File: config.mk
export PLATFORM = sky130hd
export DESIGN_NAME = julian_day_date_converter_top
export DESIGN_NICKNAME = d
export VERILOG_FILES = /design/src/jdc_pkg.sv /design/src/jdc_num2date.sv /design/src/julian_day_date_converter_top.sv
export SDC_FILE = /design/constraint.sdc
export NUM_CORES = 2
export LEC_CHECK = 0
export ABC_CLOCK_PERIOD_IN_PS = 14300
export BUFFER_PORTS_ARGS = -buffer_cell sky130_fd_sc_hd__buf_2
export CAP_MARGIN = 15
export CORE_AREA = 2 2 454 547
export DETAILED_ROUTE_END_ITERATION = 8
export DIE_AREA = 0 0 456 549
export GPL_TIMING_DRIVEN = 1
export HOLD_SLACK_MARGIN = 0.06
export PLACE_DENSITY = 0.5
export SLEW_MARGIN = 20
export SYNTH_ARGS = -nofsm -noshare
export SYNTH_HDL_FRONTEND = slang
export SYNTH_SLANG_ARGS = --single-unit
File: constraint.sdc
create_clock -name i_clk -period 14.3 [get_ports i_clk]
set_input_delay 0.715 -clock i_clk [delete_from_list [all_inputs] [get_ports i_clk]]
set_output_delay 0.715 -clock i_clk [all_outputs]
set_load 0.02 [all_outputs]
File: src/jdc_pkg.sv
// ----------------------------------------------------------------------------
// jdc_pkg : shared types, constants and tables of the Julian day converter
// Calendar constants, reciprocals for the constant dividers, month tables and
// the bundles that travel between the converter modules.
// ----------------------------------------------------------------------------
package jdc_pkg;

    // pipeline depth: register stages from the accepting edge to the outputs
    localparam int PIPE_LAST = 12;

    // calendar constants
    localparam int JD_BIAS       = 32045;
    localparam int JD_BIAS_INV   = 32044;
    localparam int DAYS_400Y     = 146097;
    localparam int DAYS_4Y       = 1461;
    localparam int MONTH_SPAN    = 153;
    localparam int YEAR_BIAS     = 4800;
    localparam int DAYS_YEAR     = 365;
    localparam int MONTH_FEB     = 2;
    localparam int FEB_LEAP_DAYS = 29;
    localparam int WRAP_MONTH    = 10;

    // year offsets, multiples of 400 so the leap and century rules are unchanged
    localparam int DIV_YEAR_BIAS = 12000;
    localparam int LEAP_BIAS     = 16400;
    localparam int DATE_Y_BIAS   = YEAR_BIAS + DIV_YEAR_BIAS;

    // constant part of the date to day number sum once the year is offset
    localparam int JD_NUM_BIAS = DAYS_YEAR * DIV_YEAR_BIAS + DIV_YEAR_BIAS / 4
                               - DIV_YEAR_BIAS / 100 + DIV_YEAR_BIAS / 400 + JD_BIAS;

    // weekday offset: a multiple of 7 that keeps every day number positive
    localparam int WEEK_BIAS = 7 * 1200000;

    // reciprocals: estimate = (x * REC) >> SH, low by at most one
    localparam int REC_400Y_SH = 32;
    localparam longint REC_400Y = (64'd1 << REC_400Y_SH) / DAYS_400Y;
    localparam int REC_4Y_SH = 24;
    localparam longint REC_4Y = (64'd1 << REC_4Y_SH) / DAYS_4Y;
    localparam int REC_MON_SH = 16;
    localparam longint REC_MON = (64'd1 << REC_MON_SH) / MONTH_SPAN;
    localparam int REC_100_SH = 16;
    localparam longint REC_100 = (64'd1 << REC_100_SH) / 100;
    localparam int REC_7_SH = 27;
    localparam longint REC_7 = (64'd1 << REC_7_SH) / 7;

    // one item on its way through the front of the pipeline
    typedef struct packed {
        logic               cmd;
        logic signed [14:0] year;
        logic [3:0]         month;
        logic [4:0]         day;
        logic signed [23:0] num;
    } t_item;

    // date computed from a day number, year before the 15-bit wrap
    typedef struct packed {
        logic signed [15:0] year;
        logic [3:0]         month;
        logic [4:0]         day;
    } t_date;

    // days from March 1 to the start of shifted month m: (153 m + 2) / 5
    function automatic logic [8:0] f_month_off(input logic [3:0] m);
        logic [8:0] off;
        case (m)
            4'd0:    off = 9'd0;
            4'd1:    off = 9'd31;
            4'd2:    off = 9'd61;
            4'd3:    off = 9'd92;
            4'd4:    off = 9'd122;
            4'd5:    off = 9'd153;
            4'd6:    off = 9'd184;
            4'd7:    off = 9'd214;
            4'd8:    off = 9'd245;
            4'd9:    off = 9'd275;
            4'd10:   off = 9'd306;
            4'd11:   off = 9'd337;
            4'd12:   off = 9'd367;
            default: off = 9'd0;
        endcase
        return off;
    endfunction

    // calendar month to March-based month (January and February move to the end)
    function automatic logic [3:0] f_shift_month(input logic [3:0] month);
        logic [3:0] m;
        if (month <= 4'(MONTH_FEB)) begin
            m = month + 4'd9;
        end else begin
            m = month - 4'd3;
        end
        return m;
    endfunction

    // days in a month of a common year, zero for a month code out of range
    function automatic logic [4:0] f_month_days(input logic [3:0] month);
        logic [4:0] len;
        case (month)
            4'd1, 4'd3, 4'd5, 4'd7, 4'd8, 4'd10, 4'd12: len = 5'd31;
            4'd4, 4'd6, 4'd9, 4'd11:                    len = 5'd30;
            4'd2:                                       len = 5'd28;
            default:                                    len = 5'd0;
        endcase
        return len;
    endfunction

endpackage

File: src/jdc_num2date.sv
// ----------------------------------------------------------------------------
// jdc_num2date : day number to Gregorian date, nine register stages
// Splits the day number into 400-year cycles, 4-year cycles and a shifted
// month, each constant division as estimate, multiply back and correction.
// ----------------------------------------------------------------------------
module jdc_num2date (
    input  logic          i_clk,
    input  logic [22:0]   i_number,
    output jdc_pkg::t_date o_date
);

    // stage 1: shift the epoch, estimate the 400-year cycle
    logic [23:0] w_a;
    logic [25:0] w_x;
    logic [40:0] w_bprod;
    logic [23:0] r1_a;
    logic [25:0] r1_x;
    logic [7:0]  r1_bq;

    assign w_a     = 24'(i_number) + 24'(jdc_pkg::JD_BIAS_INV);
    assign w_x     = {w_a, 2'b11};
    assign w_bprod = 41'(w_x) * 41'(jdc_pkg::REC_400Y);

    always_ff @(posedge i_clk) begin
        r1_a  <= w_a;
        r1_x  <= w_x;
        r1_bq <= w_bprod[jdc_pkg::REC_400Y_SH +: 8];
    end

    // stage 2: multiply the estimate back
    logic [23:0] r2_a;
    logic [25:0] r2_x;
    logic [7:0]  r2_bq;
    logic [25:0] r2_bp;

    always_ff @(posedge i_clk) begin
        r2_a  <= r1_a;
        r2_x  <= r1_x;
        r2_bq <= r1_bq;
        r2_bp <= 26'(r1_bq) * 26'(jdc_pkg::DAYS_400Y);
    end

    // stage 3: correct the cycle count, day within the cycle
    logic [25:0] w_rem1;
    logic        w_hit1;
    logic [25:0] w_bpf;
    logic [23:0] w_c;
    logic [7:0]  r3_b;
    logic [15:0] r3_c;

    assign w_rem1 = r2_x - r2_bp;
    assign w_hit1 = (w_rem1 >= 26'(jdc_pkg::DAYS_400Y));
    assign w_bpf  = r2_bp + (w_hit1 ? 26'(jdc_pkg::DAYS_400Y) : 26'd0);
    assign w_c    = r2_a - w_bpf[25:2];

    always_ff @(posedge i_clk) begin
        r3_b <= r2_bq + 8'(w_hit1);
        r3_c <= w_c[15:0];
    end

    // stage 4: estimate the 4-year cycle, centuries to years
    logic [17:0] w_x2;
    logic [31:0] w_dprod;
    logic [17:0] r4_x2;
    logic [6:0]  r4_dq;
    logic [15:0] r4_c;
    logic [14:0] r4_b100;

    assign w_x2    = {r3_c, 2'b11};
    assign w_dprod = 32'(w_x2) * 32'(jdc_pkg::REC_4Y);

    always_ff @(posedge i_clk) begin
        r4_x2   <= w_x2;
        r4_dq   <= w_dprod[jdc_pkg::REC_4Y_SH +: 7];
        r4_c    <= r3_c;
        r4_b100 <= 15'(r3_b) * 15'd100;
    end

    // stage 5: multiply the estimate back
    logic [17:0] r5_x2;
    logic [6:0]  r5_dq;
    logic [15:0] r5_c;
    logic [14:0] r5_b100;
    logic [17:0] r5_dp;

    always_ff @(posedge i_clk) begin
        r5_x2   <= r4_x2;
        r5_dq   <= r4_dq;
        r5_c    <= r4_c;
        r5_b100 <= r4_b100;
        r5_dp   <= 18'(r4_dq) * 18'(jdc_pkg::DAYS_4Y);
    end

    // stage 6: correct, day of the March-based year
    logic [17:0] w_rem2;
    logic        w_hit2;
    logic [17:0] w_dpf;
    logic [15:0] w_e;
    logic [8:0]  r6_e;
    logic [14:0] r6_yb;

    assign w_rem2 = r5_x2 - r5_dp;
    assign w_hit2 = (w_rem2 >= 18'(jdc_pkg::DAYS_4Y));
    assign w_dpf  = r5_dp + (w_hit2 ? 18'(jdc_pkg::DAYS_4Y) : 18'd0);
    assign w_e    = r5_c - w_dpf[17:2];

    always_ff @(posedge i_clk) begin
        r6_e  <= w_e[8:0];
        r6_yb <= r5_b100 + 15'(r5_dq) + 15'(w_hit2);
    end

    // stage 7: estimate the shifted month
    logic [10:0] w_x3;
    logic [19:0] w_mprod;
    logic [10:0] r7_x3;
    logic [3:0]  r7_mq;
    logic [8:0]  r7_e;
    logic [14:0] r7_yb;

    assign w_x3    = {r6_e, 2'b00} + 11'(r6_e) + 11'd2;
    assign w_mprod = 20'(w_x3) * 20'(jdc_pkg::REC_MON);

    always_ff @(posedge i_clk) begin
        r7_x3 <= w_x3;
        r7_mq <= w_mprod[jdc_pkg::REC_MON_SH +: 4];
        r7_e  <= r6_e;
        r7_yb <= r6_yb;
    end

    // stage 8: multiply the estimate back
    logic [10:0] r8_x3;
    logic [3:0]  r8_mq;
    logic [8:0]  r8_e;
    logic [14:0] r8_yb;
    logic [10:0] r8_mp;

    always_ff @(posedge i_clk) begin
        r8_x3 <= r7_x3;
        r8_mq <= r7_mq;
        r8_e  <= r7_e;
        r8_yb <= r7_yb;
        r8_mp <= 11'(r7_mq) * 11'(jdc_pkg::MONTH_SPAN);
    end

    // stage 9: correct the month, day of month, calendar month and year
    logic [10:0]    w_rem3;
    logic           w_hit3;
    logic [3:0]     w_m;
    logic           w_wrap;
    logic [8:0]     w_day;
    jdc_pkg::t_date n_date;
    jdc_pkg::t_date r_date;

    assign w_rem3 = r8_x3 - r8_mp;
    assign w_hit3 = (w_rem3 >= 11'(jdc_pkg::MONTH_SPAN));
    assign w_m    = r8_mq + 4'(w_hit3);
    assign w_wrap = (w_m >= 4'(jdc_pkg::WRAP_MONTH));
    assign w_day  = r8_e - jdc_pkg::f_month_off(w_m) + 9'd1;

    always_comb begin
        n_date.day   = w_day[4:0];
        n_date.month = w_wrap ? (w_m - 4'd9) : (w_m + 4'd3);
        n_date.year  = 16'(r8_yb) - 16'(jdc_pkg::YEAR_BIAS) + 16'(w_wrap);
    end

    always_ff @(posedge i_clk) begin
        r_date <= n_date;
    end

    assign o_date = r_date;

endmodule

File: src/julian_day_date_converter_top.sv
// ----------------------------------------------------------------------------
// julian_day_date_converter_top : Gregorian date <-> Julian day number
// Proleptic Gregorian converter with weekday, leap flag and month length.
// ----------------------------------------------------------------------------
// Usage:
//   Command channel: a transfer takes place at each rising edge with start high
//   and busy low. busy is always low, so a command can be issued every cycle.
//   i_command 0 converts i_year_in / i_month_in / i_day_in to a day number,
//   i_command 1 converts i_number_in to a date; unused fields are ignored.
//   Result channel: o_done is high for exactly one cycle per command, with all
//   result fields valid in that cycle. Results come back in command order.
//   Throughput is one conversion per cycle. The depth of the pipeline is set by
//   the day number to date path: three constant divisions (400-year cycle,
//   4-year cycle, month), each an estimate multiply, a multiply back and a
//   correction, followed by the weekday and leap checks (divide by 7 and by
//   100).
//   Reset (i_rst_n low, synchronous) flushes all commands in flight; no
//   result is produced for them. The receiver cannot stall, so the pipeline
//   never holds.
// ----------------------------------------------------------------------------
module julian_day_date_converter_top (
    input  logic               i_clk,
    input  logic               i_rst_n,
    input  logic               start,
    output logic               busy,
    input  logic               i_command,
    input  logic signed [14:0] i_year_in,
    input  logic [3:0]         i_month_in,
    input  logic [4:0]         i_day_in,
    input  logic [22:0]        i_number_in,
    output logic               o_done,
    output logic signed [23:0] o_number_out,
    output logic signed [14:0] o_year_out,
    output logic [3:0]         o_month_out,
    output logic [4:0]         o_day_out,
    output logic [2:0]         o_weekday,
    output logic               o_leap_year,
    output logic [4:0]         o_month_length,
    output logic               o_valid_res
);

    // the pipeline never holds
    assign busy = 1'b0;

    // valid bits, one per stage
    logic [jdc_pkg::PIPE_LAST:1] r_vld;

    always_ff @(posedge i_clk) begin
        if (!i_rst_n) begin
            r_vld <= '0;
        end else begin
            r_vld <= {r_vld[jdc_pkg::PIPE_LAST-1:1], start & ~busy};
        end
    end

    // item payload, fixed taps of a delay line up to the merge stage
    jdc_pkg::t_item r_item [1:9];
    jdc_pkg::t_item n_item1;
    jdc_pkg::t_item n_item3;

    // stage 1: offset year, estimate centuries, day plus month offset
    logic               w_early;
    logic signed [16:0] w_ys;
    logic [15:0]        w_yp;
    logic [25:0]        w_yprod;
    logic [15:0]        r1_yp;
    logic [9:0]         r1_yq0;
    logic [9:0]         r1_dm;

    assign w_early = (i_month_in <= 4'(jdc_pkg::MONTH_FEB));
    assign w_ys    = {{2{i_year_in[14]}}, i_year_in} + 17'(jdc_pkg::DATE_Y_BIAS)
                   - 17'(w_early);
    assign w_yp    = w_ys[15:0];
    assign w_yprod = 26'(w_yp) * 26'(jdc_pkg::REC_100);

    always_comb begin
        n_item1.cmd   = i_command;
        n_item1.year  = i_year_in;
        n_item1.month = i_month_in;
        n_item1.day   = i_day_in;
        n_item1.num   = 24'(i_number_in);
    end

    always_ff @(posedge i_clk) begin
        r_item[1] <= n_item1;
        r1_yp     <= w_yp;
        r1_yq0    <= w_yprod[jdc_pkg::REC_100_SH +: 10];
        r1_dm     <= 10'(i_day_in)
                   + 10'(jdc_pkg::f_month_off(jdc_pkg::f_shift_month(i_month_in)));
    end

    // stage 2: century remainder, days of the whole years
    logic [16:0] w_q100p;
    logic [15:0] w_yrem1;
    logic [9:0]  r2_yq0;
    logic [7:0]  r2_yrem;
    logic [24:0] r2_sum;

    assign w_q100p = 17'(r1_yq0) * 17'd100;
    assign w_yrem1 = r1_yp - w_q100p[15:0];

    always_ff @(posedge i_clk) begin
        r_item[2] <= r_item[1];
        r2_yq0    <= r1_yq0;
        r2_yrem   <= w_yrem1[7:0];
        r2_sum    <= 25'(r1_yp) * 25'(jdc_pkg::DAYS_YEAR) + 25'(r1_yp[15:2]) + 25'(r1_dm);
    end

    // stage 3: correct centuries, finish the day number of a date
    logic [9:0]  w_q100;
    logic [25:0] w_num26;

    assign w_q100  = r2_yq0 + 10'(r2_yrem >= 8'd100);
    assign w_num26 = 26'(r2_sum) - 26'(w_q100) + 26'(w_q100[9:2])
                   - 26'(jdc_pkg::JD_NUM_BIAS);

    always_comb begin
        n_item3 = r_item[2];
        if (!r_item[2].cmd) begin
            n_item3.num = w_num26[23:0];
        end
    end

    always_ff @(posedge i_clk) begin
        r_item[3] <= n_item3;
    end

    // stages 4 to 9: wait for the date path
    always_ff @(posedge i_clk) begin
        r_item[4] <= r_item[3];
        r_item[5] <= r_item[4];
        r_item[6] <= r_item[5];
        r_item[7] <= r_item[6];
        r_item[8] <= r_item[7];
        r_item[9] <= r_item[8];
    end

    // day number to date, result at stage 9
    jdc_pkg::t_date w_date;

    jdc_num2date u_num2date (
        .i_clk    (i_clk),
        .i_number (i_number_in),
        .o_date   (w_date)
    );

    // stage 10: merge, estimate century of the year and week of the number
    logic signed [15:0] w_year_f;
    logic [3:0]         w_month_f;
    logic [4:0]         w_day_f;
    logic [16:0]        w_yo;
    logic [25:0]        w_lprod;
    logic [25:0]        w_wa;
    logic [49:0]        w_wprod;
    logic [15:0]        r10_yo;
    logic [9:0]         r10_yq0;
    logic [24:0]        r10_wa;
    logic [21:0]        r10_wq;
    logic signed [23:0] r10_num;
    logic signed [14:0] r10_year;
    logic [3:0]         r10_month;
    logic [4:0]         r10_day;
    logic               r10_pos;

    assign w_year_f  = r_item[9].cmd ? w_date.year
                                     : {r_item[9].year[14], r_item[9].year};
    assign w_month_f = r_item[9].cmd ? w_date.month : r_item[9].month;
    assign w_day_f   = r_item[9].cmd ? w_date.day : r_item[9].day;
    assign w_yo      = {w_year_f[15], w_year_f} + 17'(jdc_pkg::LEAP_BIAS);
    assign w_lprod   = 26'(w_yo[15:0]) * 26'(jdc_pkg::REC_100);
    assign w_wa      = {{2{r_item[9].num[23]}}, r_item[9].num}
                     + 26'(jdc_pkg::WEEK_BIAS + 1);
    assign w_wprod   = 50'(w_wa[24:0]) * 50'(jdc_pkg::REC_7);

    always_ff @(posedge i_clk) begin
        r10_yo    <= w_yo[15:0];
        r10_yq0   <= w_lprod[jdc_pkg::REC_100_SH +: 10];
        r10_wa    <= w_wa[24:0];
        r10_wq    <= w_wprod[jdc_pkg::REC_7_SH +: 22];
        r10_num   <= r_item[9].num;
        r10_year  <= w_year_f[14:0];
        r10_month <= w_month_f;
        r10_day   <= w_day_f;
        r10_pos   <= !r_item[9].num[23] && (r_item[9].num != 24'sd0);
    end

    // stage 11: remainders by 100 and by 7
    logic [16:0]        w_l100p;
    logic [16:0]        w_lrem;
    logic [24:0]        w_w7p;
    logic [24:0]        w_wrem;
    logic [1:0]         r11_yo2;
    logic [9:0]         r11_yq0;
    logic [7:0]         r11_yrem;
    logic [3:0]         r11_wrem;
    logic signed [23:0] r11_num;
    logic signed [14:0] r11_year;
    logic [3:0]         r11_month;
    logic [4:0]         r11_day;
    logic               r11_pos;

    assign w_l100p = 17'(r10_yq0) * 17'd100;
    assign w_lrem  = 17'(r10_yo) - w_l100p;
    assign w_w7p   = 25'(r10_wq) * 25'd7;
    assign w_wrem  = r10_wa - w_w7p;

    always_ff @(posedge i_clk) begin
        r11_yo2   <= r10_yo[1:0];
        r11_yq0   <= r10_yq0;
        r11_yrem  <= w_lrem[7:0];
        r11_wrem  <= w_wrem[3:0];
        r11_num   <= r10_num;
        r11_year  <= r10_year;
        r11_month <= r10_month;
        r11_day   <= r10_day;
        r11_pos   <= r10_pos;
    end

    // stage 12: leap rule, weekday, month length into the output registers
    logic       w_chit;
    logic [9:0] w_cent;
    logic       w_leap;
    logic [3:0] w_wd;

    assign w_chit = (r11_yrem >= 8'd100);
    assign w_cent = r11_yq0 + 10'(w_chit);
    assign w_leap = (r11_yo2 == 2'd0)
                 && (((r11_yrem != 8'd0) && (r11_yrem != 8'd100)) || (w_cent[1:0] == 2'd0));
    assign w_wd   = (r11_wrem >= 4'd7) ? (r11_wrem - 4'd7) : r11_wrem;

    always_ff @(posedge i_clk) begin
        o_number_out <= r11_num;
        o_year_out   <= r11_year;
        o_month_out  <= r11_month;
        o_day_out    <= r11_day;
        o_weekday    <= w_wd[2:0];
        o_leap_year  <= w_leap;
        o_valid_res  <= r11_pos;
        if ((r11_month == 4'(jdc_pkg::MONTH_FEB)) && w_leap) begin
            o_month_length <= 5'(jdc_pkg::FEB_LEAP_DAYS);
        end else begin
            o_month_length <= jdc_pkg::f_month_days(r11_month);
        end
    end

    assign o_done = r_vld[jdc_pkg::PIPE_LAST];

    // checks
    a_fixed_latency: assert property (@(posedge i_clk) disable iff (!i_rst_n)
        (start && !busy) |-> ##(jdc_pkg::PIPE_LAST) o_done)
        else $error("command transfer without result after 12 cycles");

    a_no_spurious: assert property (@(posedge i_clk) disable iff (!i_rst_n)
        o_done |-> $past(start && !busy, jdc_pkg::PIPE_LAST))
        else $error("result without a command transfer 12 cycles earlier");

    a_weekday_range: assert property (@(posedge i_clk) disable iff (!i_rst_n)
        o_done |-> (o_weekday <= 3'd6))
        else $error("weekday out of range");

    a_month_len: assert property (@(posedge i_clk) disable iff (!i_rst_n)
        (o_done && (o_month_out >= 4'd1) && (o_month_out <= 4'd12))
        |-> ((o_month_length >= 5'd28) && (o_month_length <= 5'd31)))
        else $error("month length out of range for a valid month");

    a_leap_div4: assert property (@(posedge i_clk) disable iff (!i_rst_n)
        (o_done && o_leap_year) |-> (o_year_out[1:0] == 2'd0))
        else $error("leap flag on a year not divisible by four");

endmodule
Word level (Yosys, flattened, before mapping)
Memories as Yosys holds them, arrays and structs flattened. A register that Yosys moved wholly into a read port is not among the register bits.
Cells that the tools add are included.
{"block": "word_totals", "mem_bits_rw": 441, "output_inout_bits": 60, "inputBits": 51, "reg_bits": 635, "memories": 4, "mem_bits_ro": 368, "wordCells": 145}
{"block": "classes", "multipliers": 14, "addsub": 38, "n_reduce_logical": 10, "n_lt_le_gt_ge": 8, "n_eq_ne": 2, "n_mux": 9}
{"memory": "r_item", "words": 9, "word_bits": 49, "read_ports": 9, "rd_ports_with_merged_regs": 0, "write_ports": 9, "line": "julian_day_date_converter_top.sv:57", "source": "jdc_pkg::t_item r_item [1:9];"}
{"memory": "(name not given)", "words": 16, "word_bits": 9, "read_ports": 1, "rd_ports_with_merged_regs": 0, "write_ports": 0, "line": "jdc_pkg.sv:66", "source": "case (m)"}
{"memory": "(name not given)", "words": 16, "word_bits": 9, "read_ports": 1, "rd_ports_with_merged_regs": 0, "write_ports": 0, "line": "jdc_pkg.sv:66"}
{"memory": "(name not given)", "words": 16, "word_bits": 5, "read_ports": 1, "rd_ports_with_merged_regs": 1, "write_ports": 0, "line": "jdc_pkg.sv:99", "source": "case (month)"}
{"op": "multiplier 16 x 10 -> 26 bit (second input constant)", "n": 2}
{"op": "multiplier 25 x 25 -> 49 bit (second input constant)", "n": 1}
{"op": "multiplier 26 x 14 -> 39 bit (second input constant)", "n": 1}
{"op": "multiplier 18 x 14 -> 31 bit (second input constant)", "n": 1}
{"op": "greater-or-equal comparator 26 x 18 -> 1 bit (second input constant)", "n": 1}
{"op": "multiplier 8 x 18 -> 26 bit (second input constant)", "n": 1}
{"op": "subtractor 26 bit", "n": 1}
{"op": "adder 24 x 25 -> 25 bit (second input constant)", "n": 1}
{"op": "adder 23 x 15 -> 24 bit (second input constant)", "n": 1}
{"op": "adder 24 x 10 -> 24 bit", "n": 1}
{"op": "adder 24 x 14 -> 24 bit", "n": 1}
{"op": "adder 24 x 8 -> 24 bit", "n": 1}
{"op": "multiplier 16 x 9 -> 24 bit (second input constant)", "n": 1}
{"op": "two-way mux 24 bit", "n": 1}
{"op": "nonzero test 24 bit", "n": 1}
{"op": "subtractor 24 x 10 -> 24 bit", "n": 1}
{"op": "subtractor 24 x 23 -> 24 bit (second input constant)", "n": 1}
{"op": "multiplier 22 x 3 -> 4 bit (second input constant)", "n": 1}
{"op": "multiplier 10 x 5 -> 6 bit (second input constant)", "n": 2}
{"op": "adder 18 bit", "n": 1}
{"op": "greater-or-equal comparator 18 x 11 -> 1 bit (second input constant)", "n": 1}
{"op": "multiplier 11 x 7 -> 18 bit (second input constant)", "n": 1}
{"op": "multiplier 7 x 11 -> 18 bit (second input constant)", "n": 1}
{"op": "two-way mux 18 bit", "n": 1}
{"op": "other kinds (47)", "n": 55}

Logic depth before layout (Yosys ltp)
{"block": "logic_depth", "ltp_word": 6, "depth_mapped": 35}

Hierarchy
A second synthesis with hierarchy kept.
{"block": "hier_totals", "cells_unflattened": 5550, "area_unflattened_um2": 61079.8}
{"module": "julian_day_date_converter_top", "cells_per_inst": 2729, "n_inst": 1, "area_each_um2": 32379.8}
{"module": "jdc_num2date", "cells_per_inst": 2821, "n_inst": 1, "area_each_um2": 28700.0}

Worst setup path before layout
No wires, ideal clock.
{"block": "synth_timing", "path_type": "input-to-reg", "start": "in i_month_in[0]", "end": "reg r1_yq0[8]", "setup_ns": 0.072, "stages": 34, "required_ns": 14.228, "slack_ns": 6.412, "t_arrival_ns": 7.815, "path_cell_list": "nand2_1 > inv_1 > nor3_1 > ha_1 > inv_1 > ha_1 > inv_1 > fa_1 > nor2b_1 > o21a_1 > o21ai_0 > a31oi_1 > o31ai_1 > a21boi_0 > o21a_1 > or2_2 > xor2_1 > fa_1 > ha_1 > fa_1 > fa_1 > inv_1 > fa_1 > inv_1 > ha_1 > a21o_1 > a21oi_1 > o31ai_1 > nor2_1 > o21ai_0 > o41ai_1 > o21bai_1 > a21oi_1 > xnor2_1"}
{"block": "synth_via", "elab_chain_len": 3}
{"element": "from (decl)", "line": "julian_day_date_converter_top.sv:28", "source": "input logic [3:0] i_month_in,"}
{"element": "less-or-equal comparator 4 x 2 -> 1 bit", "line": "julian_day_date_converter_top.sv:70", "source": "assign w_early = (i_month_in <= 4'(jdc_pkg::MONTH_FEB));"}
{"element": "subtractor 16 x 1 -> 16 bit", "line": "julian_day_date_converter_top.sv:72", "source": "- 17'(w_early);"}
{"element": "net w_ys[13]", "line": "julian_day_date_converter_top.sv:63", "source": "logic signed [16:0] w_ys;"}
{"element": "multiplier 16 x 10 -> 26 bit", "line": "julian_day_date_converter_top.sv:74", "source": "assign w_yprod = 26'(w_yp) * 26'(jdc_pkg::REC_100);"}
{"element": "net w_yprod[24]", "line": "julian_day_date_converter_top.sv:65", "source": "logic [25:0] w_yprod;"}
{"element": "to (signal assigned)", "line": "julian_day_date_converter_top.sv:87", "source": "r1_yq0 <= w_yprod[jdc_pkg::REC_100_SH +: 10];"}
{"element": "to (decl)", "line": "julian_day_date_converter_top.sv:67", "source": "logic [9:0] r1_yq0;"}
The timed path passes the listed nets, and every way through them passes these cells.
A chain may end at the register's enable or synchronous reset.

Worst setup path in the final report
{"block": "layout_timing", "start": "in i_month_in[1]", "end": "reg r1_yq0[8]"}
The elaborated chain is that of the path after synthesis.

==> impl_results.md <==
* Nets at 7409
* Non-filler cells, final at 9050
* Slowest cell delay on critical path at 0.57 ns
* Setup-failing EPs final at 0
* Cell variety after synth at 87
* Clock Latency Late Sink at 0.73 ns
* Final hold violations at 0
* Avg Vias per Cell at 4.03
* Fmax at 0.123 GHz
* Port bufs at 109
* Mean Syn Cell Area at 11.1 µm²
* Post-synth EDFFs at 0
* Met2 usage at 0.189
* Worst-path maximum fanout at 12
* First DRT Iteration DRCs at 1337
* Crit. End Element: flop
* FP Rows at 200
* Die area at 250000 µm²
* Asr flop ratio synth at 0
* Post-synth top area cell: dfxtp_1
* Htree depth at 3
* Fillcell total at 25400
* Via Count at 36500
* Met3 Use GR at 0.0119
* Seq. cell area at 20600 µm²
* Met1 Track Usage GR at 0.129
* Area grow syn2layout at 14.1%
* Clk slew on worst S/H paths at 0.07 ns
* Clock skew at 0.0521 ns
* I/O pins at 111
* Mapped Area at 61000 µm²
* Proportion of layout cells with a drive suffix above 1 at 0.0660
* Global-route wire length before repair at 208000 µm
* Synth top area cells: dfxtp_1, ha_1, fa_1, inv_1, xnor2_1
* Core Footprint at 245000 µm²
* Cells after synthesis at 5514
* Slew HR at 0.347
* CTS Buffer Depth at 3
* Tmin final at 8.16 ns
* Initial Util at 0.248
* Cells after DPL at 8845
* CTS tree: done
* Root Buffer: clkbuf_16
* Max-slew violations at 0
* Total of max-cap violations at 0
* Die Span X at 456 µm
* WL final at 129000 µm
* Die height at 549 µm
* Critical path launch point type: input pin
* GR Overflow Total at 0
* Residual DRC at 0
* ANT nets after route at 0
* Status: complete, no violations
* Syn nets at 7198
* Routed length per instance at 14.3 µm
* Post_cts resized at 0
* Total global-route track usage at 0.104
* Ys Warns at 0
* Req. time, crit path at 14.95 ns
* First-pass DRT Iterations at 7
* Critical path type: input pin to flop
* Crit path max-delay cell type: xor2_1
* Tcrit/Tclk final at 0.570
* Vias in the first global route at 39100
* Worst Hold Class: input pin to flop
* Initial antenna violation count at 7
* RSZ-0062 raised after global routing: no
* Cts bufs inserted at 109
* Fin Setup TNS at 0 ns
* Hpwl dp at 108000 µm
* Multi-input logic area at 36100 µm²
* Seq/Total Area, Yosys at 0.338
* Post-CTS Setup Bufs at 0
* Gr busiest metal: met2
* Pin count of the biggest net entering global routing at 47
* Post-synthesis register bit count at 1030
* Area share of the largest cell type after synthesis at 0.338
* Final Util at 0.283
* Arrival @ worst endpoint at 8.81 ns
* Main synth FF type: dfxtp_1
* Gpl congestion at 0.825
* Worst Tran Pin Value at 0.977 ns
* Num Clock Sinks at 1030
cells by family (layout without fill, tap and decap cells):
logic type | after synthesis | count (layout) | share of synthesized area
XOR/XNOR | 378 | 378 | 0.0545
multiplexers | 40 | 40 | 0.00695
AO/OA/AOI/OAI | 661 | 661 | 0.0711
buffers and inverters | 1126 | 1427 | 0.0699
other | 1 | 4 | 0.0000615
AND/OR/NAND/NOR | 644 | 644 | 0.0526
adder cells (fa/ha/maj) | 1634 | 1634 | 0.407
flip-flops | 1030 | 1030 | 0.338
timing repair:
item	in CTS	in global routing
hold buffers	1	0
endpoints found under the setup margin	0	0
endpoints found under the hold margin	1	0
path summary, 6_finish.rpt:
path / cells after the start / slack [ns] / from / endpoint
hold reg to reg: 0 / 0.28 / r_item[0][226]$_DFF_P_ / r_item[0][275]$_DFF_P_
hold / removal: 1 / 0.14 / i_month_in[2] / r_item[0][80]$_DFF_P_
setup / recovery: 35 / 6.14 / i_month_in[1] / r1_yq0[8]$_DFF_P_
setup reg to reg: 24 / 6.88 / r_item[0][445]$_DFF_P_ / r10_wq[3]$_DFF_P_
layout make-up:
| type | count | share of cell area |
|---|---|---|
| inverters | 1100 | 0.0593 |
| multi-input cells | 3358 | 0.520 |
| clock inverters | 65 | 0.0135 |
| diodes | 3 | 0.000108 |
| well taps | 3232 | 0.0581 |
| flip-flops and latches | 1030 | 0.296 |
| repair buffers | 126 | 0.00971 |
| clock buffers | 136 | 0.0433 |
cell usage in the layout, fill, tap and decap left out, types with 19 or more instances in the layout:
| cell | instances |
|---|---|
| a31oi_1 | 20 |
| o21a_1 | 45 |
| buf_2 | 109 |
| dfxtp_1 | 1028 |
| fa_1 | 583 |
| clkbuf_16 | 109 |
| o21ai_0 | 121 |
| nand2b_1 | 35 |
| nor2_1 | 160 |
| inv_1 | 1100 |
| nand2_1 | 143 |
| xor2_1 | 106 |
| o21bai_1 | 37 |
| nor3_1 | 53 |
| mux2_2 | 19 |
| and2_1 | 19 |
| nor2b_1 | 45 |
| nand3_1 | 64 |
| a21o_1 | 80 |
| a211oi_1 | 21 |
| xnor2_1 | 267 |
| mux2i_1 | 21 |
| and3_1 | 29 |
| a21oi_1 | 187 |
| ha_1 | 1050 |
per-stage QoR:
step	hold slack, ns	area [µm²]	setup slack, ns
final	0.135	69600	6.14
after floorplan	0.310	61000	6.41
after global routing	0.0995	69600	5.43
after CTS	0.0641	69600	6.10
after detailed placement	0.312	65600	5.31
after global placement	0.311	65600	5.38
cells in the mapped netlist (7+ instances only):
cell type	n
inv_1	1100
ha_1	1050
dfxtp_1	1030
fa_1	583
xnor2_1	269
a21oi_1	187
nor2_1	160
nand2_1	143
o21ai_0	121
xor2_1	108
a21o_1	80
nand3_1	64
nor3_1	53
nor2b_1	45
o21a_1	45
o21bai_1	37
nand2b_1	35
and3_1	29
a211oi_1	21
mux2i_1	21
a31oi_1	20
and2_1	19
mux2_2	19
or2_2	18
nand4_1	16
nor4_1	15
o211ai_1	15
o31ai_1	15
a21boi_0	11
clkbuf_1	11
or3_1	11
a2111oi_0	9
a221oi_1	9
o2111ai_1	9
a211o_1	8
o21ai_1	7
sequential cells by signal, indices dropped and copies added (netlist names), 16 cells and up:
name               count
r10_num               24
u_num2date.r1_x       24
u_num2date.r5_dp      16
o_number_out          24
u_num2date.r5_c       16
r1_yp                 16
r11_num               24
u_num2date.r2_x       24
r_item               435
r2_sum                24
u_num2date.r2_bp      22
u_num2date.r3_c       16
u_num2date.o_date     25
u_num2date.r4_c       16
critical path: cells and delay by family:
kind	cells	cell delay [ns]
xor+xnor	2	0.69
simple gates	5	0.93
fa+ha+maj	9	3.25
compound gates	13	2.71
buf+inv	6	0.49
routing by layer:
metal | vias to the layer above | wire length [µm]
li1 | 18300 | -
met1 | 17700 | 57400
met2 | 448 | 65200
met3 | 150 | 3780
met4 | 0 | 2740
met5 | - | 0
Power is not shown: default switching activity piles up to over one toggle a cycle in this logic, so the estimate is an artifact.
